[src/ddd_pkg.sv]
`timescale 1ns / 1ps
`default_nettype none
// ----------------------------------------------------------------------------
// ddd_pkg
// Shared types and constants for the digest dedup dictionary.
// ----------------------------------------------------------------------------
package ddd_pkg;

  localparam int DIGEST_W      = 256;
  localparam int FIELD_W       = 64;
  localparam int INDEX_W       = 10;
  localparam int COUNT_W       = 11;
  localparam int STATUS_W      = 2;
  localparam int HASH_BITS_DEF = 8;
  localparam int WAYS_DEF      = 4;

  typedef enum logic [STATUS_W-1:0] {
    ST_FOUND    = 2'd0,
    ST_INSERTED = 2'd1,
    ST_FULL     = 2'd2
  } status_t;

  typedef enum logic {
    S_IDLE,
    S_LOOKUP
  } state_t;

  // One way of a bucket row
  typedef struct packed {
    logic               valid;
    logic [INDEX_W-1:0] idx;
    logic [DIGEST_W-1:0] dig;
  } way_t;

  // Table access request from the controller
  typedef struct packed {
    logic rd;
    logic wr;
  } tbl_req_t;

endpackage
`default_nettype wire

[src/ddd_fold.sv]
`timescale 1ns / 1ps
`default_nettype none
// ----------------------------------------------------------------------------
// ddd_fold
// XOR fold of a 256-bit digest to a bucket number: digest bit k feeds
// hash bit k mod HASH_BITS.
// ----------------------------------------------------------------------------
module ddd_fold #(
  parameter int HASH_BITS = ddd_pkg::HASH_BITS_DEF
) (
  input  wire logic [ddd_pkg::DIGEST_W-1:0] digest,
  output logic      [HASH_BITS-1:0]         hash
);
  import ddd_pkg::*;

  always_comb begin
    hash = '0;
    for (int k = 0; k < DIGEST_W; k++) begin
      hash[k % HASH_BITS] = hash[k % HASH_BITS] ^ digest[k];
    end
  end

endmodule
`default_nettype wire

[config.mk]
export PLATFORM = sky130hd
export DESIGN_NAME = ddd_fold
export DESIGN_NICKNAME = d
export VERILOG_FILES = /design/src/ddd_pkg.sv /design/src/ddd_fold.sv
export SDC_FILE = /design/constraint.sdc
export NUM_CORES = 1
export LEC_CHECK = 0
export BUFFER_PORTS_ARGS = -buffer_cell sky130_fd_sc_hd__buf_2
export CAP_MARGIN = 20
export CORE_AREA = 2 2 103 105
export DETAILED_ROUTE_END_ITERATION = 7
export DIE_AREA = 0 0 105 107
export PLACE_DENSITY_LB_ADDON = 0.3
export SLEW_MARGIN = 25
export SYNTH_ARGS = -nofsm -noshare
export SYNTH_HDL_FRONTEND = slang
export SYNTH_SLANG_ARGS = --single-unit
[constraint.sdc]
create_clock -name vclk -period 2.8
set_input_delay 0.56 -clock vclk [all_inputs]
set_output_delay 0.56 -clock vclk [all_outputs]
set_load 0.01 [all_outputs]
==> reports/qor.txt, run 1 <==
PLACE
--------------------------------------------------------------------------------
Total cell area at the placement stage                                  3660 um2
GP Congestion                                                              0.741
Number of port buffers                                                       264
Post-DP HPWL                                                             5530 um

TIMING
--------------------------------------------------------------------------------
Number of setup violations in the final report                                 0
Final critical delay including setup and external delays                 2270 ps
Transition at the pin with the smallest max-transition slack              293 ps
RSZ-0062 raised after global routing                                          no
Max-Slew Margin vs Limit                                                   80.3%
Final Hold Fails                                                               0
Number of pins with negative max-slew slack in the final report                0
Hold Worst Slack                                                         1860 ps
Max Fclk                                                                 440 MHz
Setup TNS                                                                   0 ps
Final Cycle Share                                                          81.1%

GRT
--------------------------------------------------------------------------------
Met3 GRT Util                                                              1.58%
GR Util All Layers                                                         9.42%
Pin count of the biggest net entering global routing                           2
Global routing met2 resource utilization                                   21.2%
First-pass GRT wire length                                               9380 um
Top Usage Layer GRT                                                         met2
Initial antenna violation count                                                0
Via count of the first global-routing pass                                 2,534
Aggregate global routing overflow                                              0
Met1 demand-to-capacity share in global routing                            9.00%

WORST SETUP PATH
--------------------------------------------------------------------------------
Nature of the critical path endpoint                                primary output
Largest incremental delay on the critical path                            290 ps
Buffers and inverters on the worst path                                        2
Biggest fanout along the worst timing path                                     1
CP delay by family, top                                             XOR/XNOR gates
Crit-path cells                                                     buf_2 -> xnor2_1 -> xnor2_1 -> xnor2_1 -> xnor2_1 -> xnor2_1 -> buf_2
Worst path required time                                                 2240 ps
Setup crit start kind                                                  input pin
Cell mode on critical path                                          sky130_fd_sc_hd__xnor2_1
WP data arrival                                                          1710 ps
Class of the most critical setup path                               input pin to primary output
Cell with the largest stage delay on the worst path                 sky130_fd_sc_hd__xnor2_1
Worst setup startpoint                                               digest[199]

LAYOUT
--------------------------------------------------------------------------------
Number of inserted diodes                                                      0
Number of flip-flops and latches                                               0
Fraction of final layout cells with drive strength greater than 1          51.6%
Fillers                                                                    1,075
Post-Layout Inst Area                                                   3660 um2
Total area of sequential cells                                             0 um2
Area growth, synth to finish                                               68.7%
Number of clock-tree buffers in the layout                                     0
Net count of the finished layout                                             770

YOSYS
--------------------------------------------------------------------------------
Compound-Gate Fraction of Synth Area                                          0%
Mux share of post-synthesis cell area                                         0%
Synthesized cell area                                                   2170 um2
Area share of xor/xnor cells in the synthesized design                      100%
Number of warnings printed during yosys synthesis                              0
Distinct cell type count after synthesis                                       2
Adder and majority cell fraction of the synthesized area                      0%
Post-synthesis net count                                                     504
Gate count after technology mapping                                          248
Register area share after synthesis                                           0%
Post-synthesis area per instance                                        8.76 um2
Combinational family with the most area after synthesis             XOR/XNOR gates
Fraction of the mapped netlist area in simple logic gates                     0%

FLOORPLANNING
--------------------------------------------------------------------------------
Overall die width                                                         105 um
Die Footprint                                                         11,200 um2
FP Rows                                                                       37
Effective utilization at floorplan                                         21.5%
I/O pins                                                                     264
Die Y                                                                     107 um
Area of the core region                                               10,100 um2

ROUTE
--------------------------------------------------------------------------------
Final antenna-violating net count                                              0
TritonRoute pass-1 iters                                                       4
Initial DRC Count                                                             51
Detailed Route WL                                                        5720 um
Detailed-route vias per instance                                            3.70
DRC violations left                                                            0
Overall via count from detail_route                                        2,397
Per-cell routed wire length                                              8.82 um

POWER AND IR DROP
--------------------------------------------------------------------------------
IR drop worst, VDD                                                      0.184 mV
Leakage                                                                  1.60 nW
Pwr per Cell Area                                                     402 nW/um2
Pwr Total                                                                1.47 mW

MIN PATH
--------------------------------------------------------------------------------
Worst hold endpoint                                                      hash[6]
Critical hold path startpoint                                         digest[78]
Hold/Removal Path Class                                             input pin to primary output
Cell depth of the worst min-delay path                                         7

CLOCK NETWORK
--------------------------------------------------------------------------------
Number of setup buffers added after CTS                                        0
Number of gates resized after cts                                              0
Post-CTS Hold Buffers                                                          0

OUTCOME
--------------------------------------------------------------------------------
Status                                                              finished clean

RUN
--------------------------------------------------------------------------------
Max-capacitance violation count                                                0

[how the worst max path moves through the flow]
stage	to	cells after the start	slack, ps
3_5_place_dp	hash[7]	7	520
2_1_floorplan	hash[0]	5	860
3_3_place_gp	hash[7]	7	510
6_report	hash[7]	7	530
4_1_cts	hash[7]	7	500
5_1_grt	hash[4]	7	400
[power by group]
part           switching, mW  leakage [nW]  total [mW]  internal [mW]
combinational          0.645          1.60        1.47          0.826
sequential                 0             0           0              0
clock                      0             0           0              0
[metal layers]
layer / up-vias / part of all wire (%)
li1: 1272 / -
met1: 974 / 32
met2: 149 / 55
met3: 2 / 12
met4: 0 / 0.33
met5: - / 0
[final cells by class]
| cell class | count | area (um2) | share of cell area [%] |
|---|---|---|---|
| repair buffers | 264 | 1320 | 36.1 |
| well taps | 136 | 170 | 4.64 |
| multi-input cells | 248 | 2170 | 59.3 |
[synth_stat cells]
master	instances	share of area, %
sky130_fd_sc_hd__xnor2_1	224	90
sky130_fd_sc_hd__xor2_1	24	9.7
[layout by cell type (no fill, tap or decap)]
master and instances:
sky130_fd_sc_hd__xnor2_1 224, sky130_fd_sc_hd__xor2_1 24, sky130_fd_sc_hd__buf_2 264
[metrics by stage]
step                      setup slack, ps  std cells  utilization [%]
after floorplan                       862        248                -
after global placement                513        648             36.3
after detailed placement              522        648             36.3
after CTS                             502        648             36.3
after global routing                  396        648             36.3
final                                 528        648             36.3
[cell families (layout without fill, tap and decap cells)]
kind of cell  after synthesis  count (layout)
buf+inv                     0             264
xor+xnor                  248             248
Note: power is estimated with default switching activity, not from simulation.
==> run 2: changes to the inputs <==
- ABC_AREA: default -> 1
- CORE_AREA: 2 2 103 105 -> 2 2 102 104
- DIE_AREA: 0 0 105 107 -> 0 0 104 106
- clock period: 2.8 -> 2.1 ns (I/O delays scaled with it)
==> run 2 against run 1 <==
Against the previous run: critical path depth grew 3; count of clock-buffer cells in the layout did not move; cell area rose by 53%; flip-flop and latch count unchanged; worst setup slack worse by 500 ps; die area decreased by 1.9%; worst hold slack lost 470 ps; combinational power is 27% higher; wire length up 66%.
==> reports/qor.txt, run 2 <==
WORST SETUP PATH
---------------------------------------------------------------------------------
Crit-path cells                                                      buf_2 -> xnor2_2 -> xor2_1 -> xor2_2 -> inv_1 -> nand3_1 -> nand2_2 -> nand2_1 -> nand2_1 -> buf_6
Nature of the critical path endpoint                                 primary output
Setup crit start kind                                                   input pin
Cell with the largest stage delay on the worst path                  sky130_fd_sc_hd__xor2_2
Worst path required time                                                  1680 ps
WP data arrival                                                           1660 ps
Largest incremental delay on the critical path                             260 ps
Cell mode on critical path                                           sky130_fd_sc_hd__nand2_1
Biggest fanout along the worst timing path                                      3
Class of the most critical setup path                                input pin to primary output

PLACE
---------------------------------------------------------------------------------
GP Congestion                                                               0.785
Post-DP HPWL                                                              8040 um
Number of port buffers                                                        264
Total cell area at the placement stage                                   5020 um2

FLOORPLANNING
---------------------------------------------------------------------------------
Effective utilization at floorplan                                          35.3%
Die Y                                                                      106 um
FP Rows                                                                        37
Overall die width                                                          104 um
I/O pins                                                                      264
Area of the core region                                                 10000 um2
Die Footprint                                                          11,000 um2

YOSYS
---------------------------------------------------------------------------------
Gate count after technology mapping                                           652
Post-synthesis area per instance                                         5.41 um2
Portion of synthesized cell area occupied by the leading cell type          29.4%
Top post-synthesis cells by count                                    276 x sky130_fd_sc_hd__nand2_1, 110 x sky130_fd_sc_hd__inv_1, 83 x sky130_fd_sc_hd__xnor2_1, 80 x sky130_fd_sc_hd__xor2_1, 36 x sky130_fd_sc_hd__nand3_1
Library cell with the largest summed area after synthesis            sky130_fd_sc_hd__nand2_1
Most common cell in the synthesized netlist                          sky130_fd_sc_hd__nand2_1
Post-synthesis net count                                                      908
Register area share after synthesis                                            0%
Synthesized cell area                                                    3530 um2
Biggest area contributors in the synthesized netlist                 sky130_fd_sc_hd__nand2_1 29%, sky130_fd_sc_hd__xnor2_1 21%, sky130_fd_sc_hd__xor2_1 20%, sky130_fd_sc_hd__inv_1 12%, sky130_fd_sc_hd__nand3_1 5.1%
Number of warnings printed during yosys synthesis                               0
Distinct cell type count after synthesis                                       18

LAYOUT
---------------------------------------------------------------------------------
Most common cell after layout, fill and taps aside                   sky130_fd_sc_hd__nand2_1
Number of clock-tree buffers in the layout                                      0
Fillers                                                                     1,040
Net count of the finished layout                                            1,174
Area growth, synth to finish                                                58.7%
Number of inserted diodes                                                       0
Post-Layout Inst Area                                                    5600 um2
Number of flip-flops and latches                                                0
Leading cell types in the layout, fill and taps excluded             240 x sky130_fd_sc_hd__nand2_1, 233 x sky130_fd_sc_hd__buf_2, 100 x sky130_fd_sc_hd__inv_1
Footprint of the multi-input gates                                       3480 um2
Fraction of final layout cells with drive strength greater than 1           41.0%
Total area of sequential cells                                              0 um2

ROUTE
---------------------------------------------------------------------------------
Detailed-route vias per instance                                             4.16
TritonRoute pass-1 iters                                                        4
DRC violations left                                                             0
Per-cell routed wire length                                               9.01 um
Initial DRC Count                                                             108
Final antenna-violating net count                                               0
Detailed Route WL                                                         9480 um
Overall via count from detail_route                                         4,377

TIMING
---------------------------------------------------------------------------------
Final critical delay including setup and external delays                  2080 ps
Number of pins with negative max-slew slack in the final report                 0
Final Hold Fails                                                                0
Max Fclk                                                                  482 MHz
Final Cycle Share                                                           98.9%
Number of setup violations in the final report                                  0
Max-Slew Margin vs Limit                                                    81.3%
Transition at the pin with the smallest max-transition slack               279 ps
RSZ-0062 raised after global routing                                          yes

POWER AND IR DROP
---------------------------------------------------------------------------------
IR drop worst, VDD                                                       0.163 mV
Leakage                                                                   3.47 nW
Pwr Total                                                                 1.86 mW
Pwr per Cell Area                                                      332 nW/um2

GRT
---------------------------------------------------------------------------------
Initial antenna violation count                                                 0
Pin count of the biggest net entering global routing                            4
Aggregate global routing overflow                                               0
GR Util All Layers                                                          14.2%
Via count of the first global-routing pass                                  3,735
First-pass GRT wire length                                              13,900 um

CLOCK NETWORK
---------------------------------------------------------------------------------
Number of setup buffers added after CTS                                         0

MIN PATH
---------------------------------------------------------------------------------
Cell depth of the worst min-delay path                                          7
Hold/Removal Path Class                                              input pin to primary output
Critical hold path startpoint                                          digest[32]
Worst hold endpoint                                                       hash[0]

RUN
---------------------------------------------------------------------------------
Max-capacitance violation count                                                 0

OUTCOME
---------------------------------------------------------------------------------
Status                                                               finished clean

==> run 2: cell count changes after synthesis, sizes merged, moves of 18 or more <==
cell / delta
inv: +114
nand2: +289
nand3: +36
xor2: +59
xnor2: -140
nand3b: +18
==> run 2: final cells by class <==
cell class	count	area share, %
Timing Repair Buffer	264	27.1
Multi-Input combinational cell	538	62.2
Inverter	114	7.69
Tap cell	136	3.04
==> run 2: worst max-delay path by stage <==
stage                 from  endpoint  slack (ps)  depth (start not counted)
2_1_floorplan   digest[40]   hash[0]         340                         13
3_3_place_gp   digest[175]   hash[7]          50                         10
3_5_place_dp   digest[175]   hash[7]          30                         10
4_1_cts         digest[47]   hash[7]          30                         13
5_1_grt          digest[8]   hash[0]        -100                         14
6_report       digest[175]   hash[7]          20                         10
==> run 2: cell families after synthesis <==
group | count (synthesis) | synth area share (%)
AND/OR/NAND/NOR | 368 | 44.9
XOR/XNOR | 167 | 42.3
buffers and inverters | 114 | 12.1
AO/OA/AOI/OAI | 3 | 0.674
==> run 2: report_power, final <==
group / internal (mW) / leakage [nW] / switching [mW]
Clock: 0 / 0 / 0
Combinational: 0.883 / 3.47 / 0.977
Sequential: 0 / 0 / 0
Total: 0.883 / 3.47 / 0.977
==> run 2: timing repair <==
action | 4_1_cts | 5_1_grt
setup endpoints to repair | 0 | 7
hold buffers | 0 | 0
resized for setup | 0 | 137
==> run 2: per-stage QoR <==
stage          cells  setup slack [ps]  util [%]  TNS (ps)  hold WS, ps
6_report        1052              23.8      56.0         0         1390
5_1_grt         1052              -104      56.0      -403         1450
4_1_cts         1052              26.8      50.2         0         1400
3_5_place_dp    1052              31.9      50.2         0         1390
3_3_place_gp    1052              52.7      50.2         0         1380
2_1_floorplan    652               343         -         0         1160
==> run 2: per-layer routing <==
metal	GRT usage [%]	routed length, um	vias up
met4	1.06	72	0
met1	15.5	3700	1791
li1	-	-	2431
met3	1.78	605	8
met5	0	0	-
met2	29.8	5110	147
==> run 2: critical path: cells and delay by family <==
kind / cells / cell delay, ps
simple gates: 4 / 250
buf+inv: 3 / 320
xor+xnor: 3 / 650
==> run 3: changes to the inputs <==
- ABC_AREA: 1 -> default
- CORE_AREA: 2 2 102 104 -> 2 2 103 105
- DIE_AREA: 0 0 104 106 -> 0 0 105 107
- MAX_ROUTING_LAYER: default -> met4
==> run 3 against run 2 <==
Against the previous run: core utilization shrank 20 points; largest cell class unchanged; wire length shrank 40%; largest power group unchanged; via count shrank 45%; combinational power grew 5%.
==> reports/qor.txt, run 3 (same netlist as run 1, synthesis figures left out) <==
ROUTE
--------------------------------------------------------------------------------
Initial DRC Count                                                             40
Detailed-route vias per instance                                            3.69
Final antenna-violating net count                                              0
DRC violations left                                                            0
Detailed Route WL                                                        5670 um
Overall via count from detail_route                                        2,391
Per-cell routed wire length                                              8.75 um
TritonRoute pass-1 iters                                                       3

FLOORPLANNING
--------------------------------------------------------------------------------
Die Y                                                                     107 um
I/O pins                                                                     264
Area of the core region                                               10,100 um2
Die Footprint                                                         11,200 um2
Overall die width                                                         105 um
FP Rows                                                                       37
Effective utilization at floorplan                                         21.5%

TIMING
--------------------------------------------------------------------------------
Hold Worst Slack                                                         1570 ps
Final worst slack                                                         128 ps
RSZ-0062 raised after global routing                                          no
Final Cycle Share                                                          93.9%
Max Fclk                                                                 507 MHz
Number of pins with negative max-slew slack in the final report                0
Transition at the pin with the smallest max-transition slack              274 ps
Max-Slew Margin vs Limit                                                   81.6%
Final Hold Fails                                                               0
Number of setup violations in the final report                                 0
Final critical delay including setup and external delays                 1970 ps
Setup TNS                                                                   0 ps

MIN PATH
--------------------------------------------------------------------------------
Hold/Removal Path Class                                             input pin to primary output
Critical hold path startpoint                                         digest[77]

WORST SETUP PATH
--------------------------------------------------------------------------------
Class of the most critical setup path                               input pin to primary output
Cell with the largest stage delay on the worst path                 sky130_fd_sc_hd__xnor2_1
Largest incremental delay on the critical path                            280 ps
Cell mode on critical path                                          sky130_fd_sc_hd__xnor2_1
Worst path required time                                                 1680 ps
Worst setup startpoint                                               digest[199]
Nature of the critical path endpoint                                primary output
Crit-path cells                                                     buf_2 -> xnor2_1 -> xnor2_1 -> xnor2_1 -> xnor2_1 -> xnor2_1 -> buf_2
WP data arrival                                                          1550 ps
Biggest fanout along the worst timing path                                     1
Setup crit start kind                                                  input pin

GRT
--------------------------------------------------------------------------------
Via count of the first global-routing pass                                 2,472
Met3 GRT Util                                                              1.28%
Aggregate global routing overflow                                              0
Global routing met2 resource utilization                                   21.2%
Top Usage Layer GRT                                                         met2
GR Util All Layers                                                         9.52%
First-pass GRT wire length                                               9180 um
Initial antenna violation count                                                0
Met1 demand-to-capacity share in global routing                            8.78%
Pin count of the biggest net entering global routing                           2

POWER AND IR DROP
--------------------------------------------------------------------------------
Leakage                                                                  1.60 nW
Pwr Total                                                                1.96 mW
IR drop worst, VDD                                                      0.238 mV
Pwr per Cell Area                                                     535 nW/um2

PLACE
--------------------------------------------------------------------------------
Pre-CTS worst setup slack                                                 107 ps
Post-DP HPWL                                                             5460 um
GP Congestion                                                              0.751
Number of port buffers                                                       264

LAYOUT
--------------------------------------------------------------------------------
Fraction of final layout cells with drive strength greater than 1          51.6%
Number of inserted diodes                                                      0
Most common cell after layout, fill and taps aside                  sky130_fd_sc_hd__buf_2
Number of flip-flops and latches                                               0
Net count of the finished layout                                             770
Fillers                                                                    1,061
Total area of sequential cells                                             0 um2
Leading cell types in the layout, fill and taps excluded            264 x sky130_fd_sc_hd__buf_2, 224 x sky130_fd_sc_hd__xnor2_1, 24 x sky130_fd_sc_hd__xor2_1
Area growth, synth to finish                                               68.7%
Number of clock-tree buffers in the layout                                     0
Final core utilization                                                     36.3%

RUN
--------------------------------------------------------------------------------
Max-capacitance violation count                                                0

CLOCK NETWORK
--------------------------------------------------------------------------------
Number of gates resized after cts                                              0
Post-CTS Hold Buffers                                                          0
Number of setup buffers added after CTS                                        0

OUTCOME
--------------------------------------------------------------------------------
Status                                                              finished clean

run 3: worst paths after layout:
kind / slack [ps] / depth (start not counted) / to
hold / removal: 1570 / 7 / hash[5]
setup / recovery: 130 / 7 / hash[7]
run 3: per-stage QoR:
| step | std cells | instance area [um2] |
|---|---|---|
| finish | 648 | 3660 |
| global placement | 648 | 3660 |
| CTS | 648 | 3660 |
| floorplan | 248 | 2170 |
| global route | 648 | 3660 |
| detailed placement | 648 | 3660 |
run 3: worst max-delay path, delay by kind of cell:
kind | cells | cell delay (ps)
buf+inv | 2 | 250
xor+xnor | 5 | 880
run 3: final cells by class:
type               count  area [um2]  share of cell area [%]
multi-input cells    248        2170                    59.3
well taps            136         170                    4.64
repair buffers       264        1320                    36.1
run 3: power by group:
part / internal, mW / total, mW / switching [mW] / leakage [nW]
Sequential: 0 / 0 / 0 / 0
Clock: 0 / 0 / 0 / 0
Combinational: 1.10 / 1.96 / 0.859 / 1.60
run 3: metal layers:
layer	part of all wire [%]	wire length, um	vias up
met5	0	0	-
met4	0.35	20	0
met3	12	669	2
met2	55	3110	149
met1	33	1870	968
li1	-	-	1272
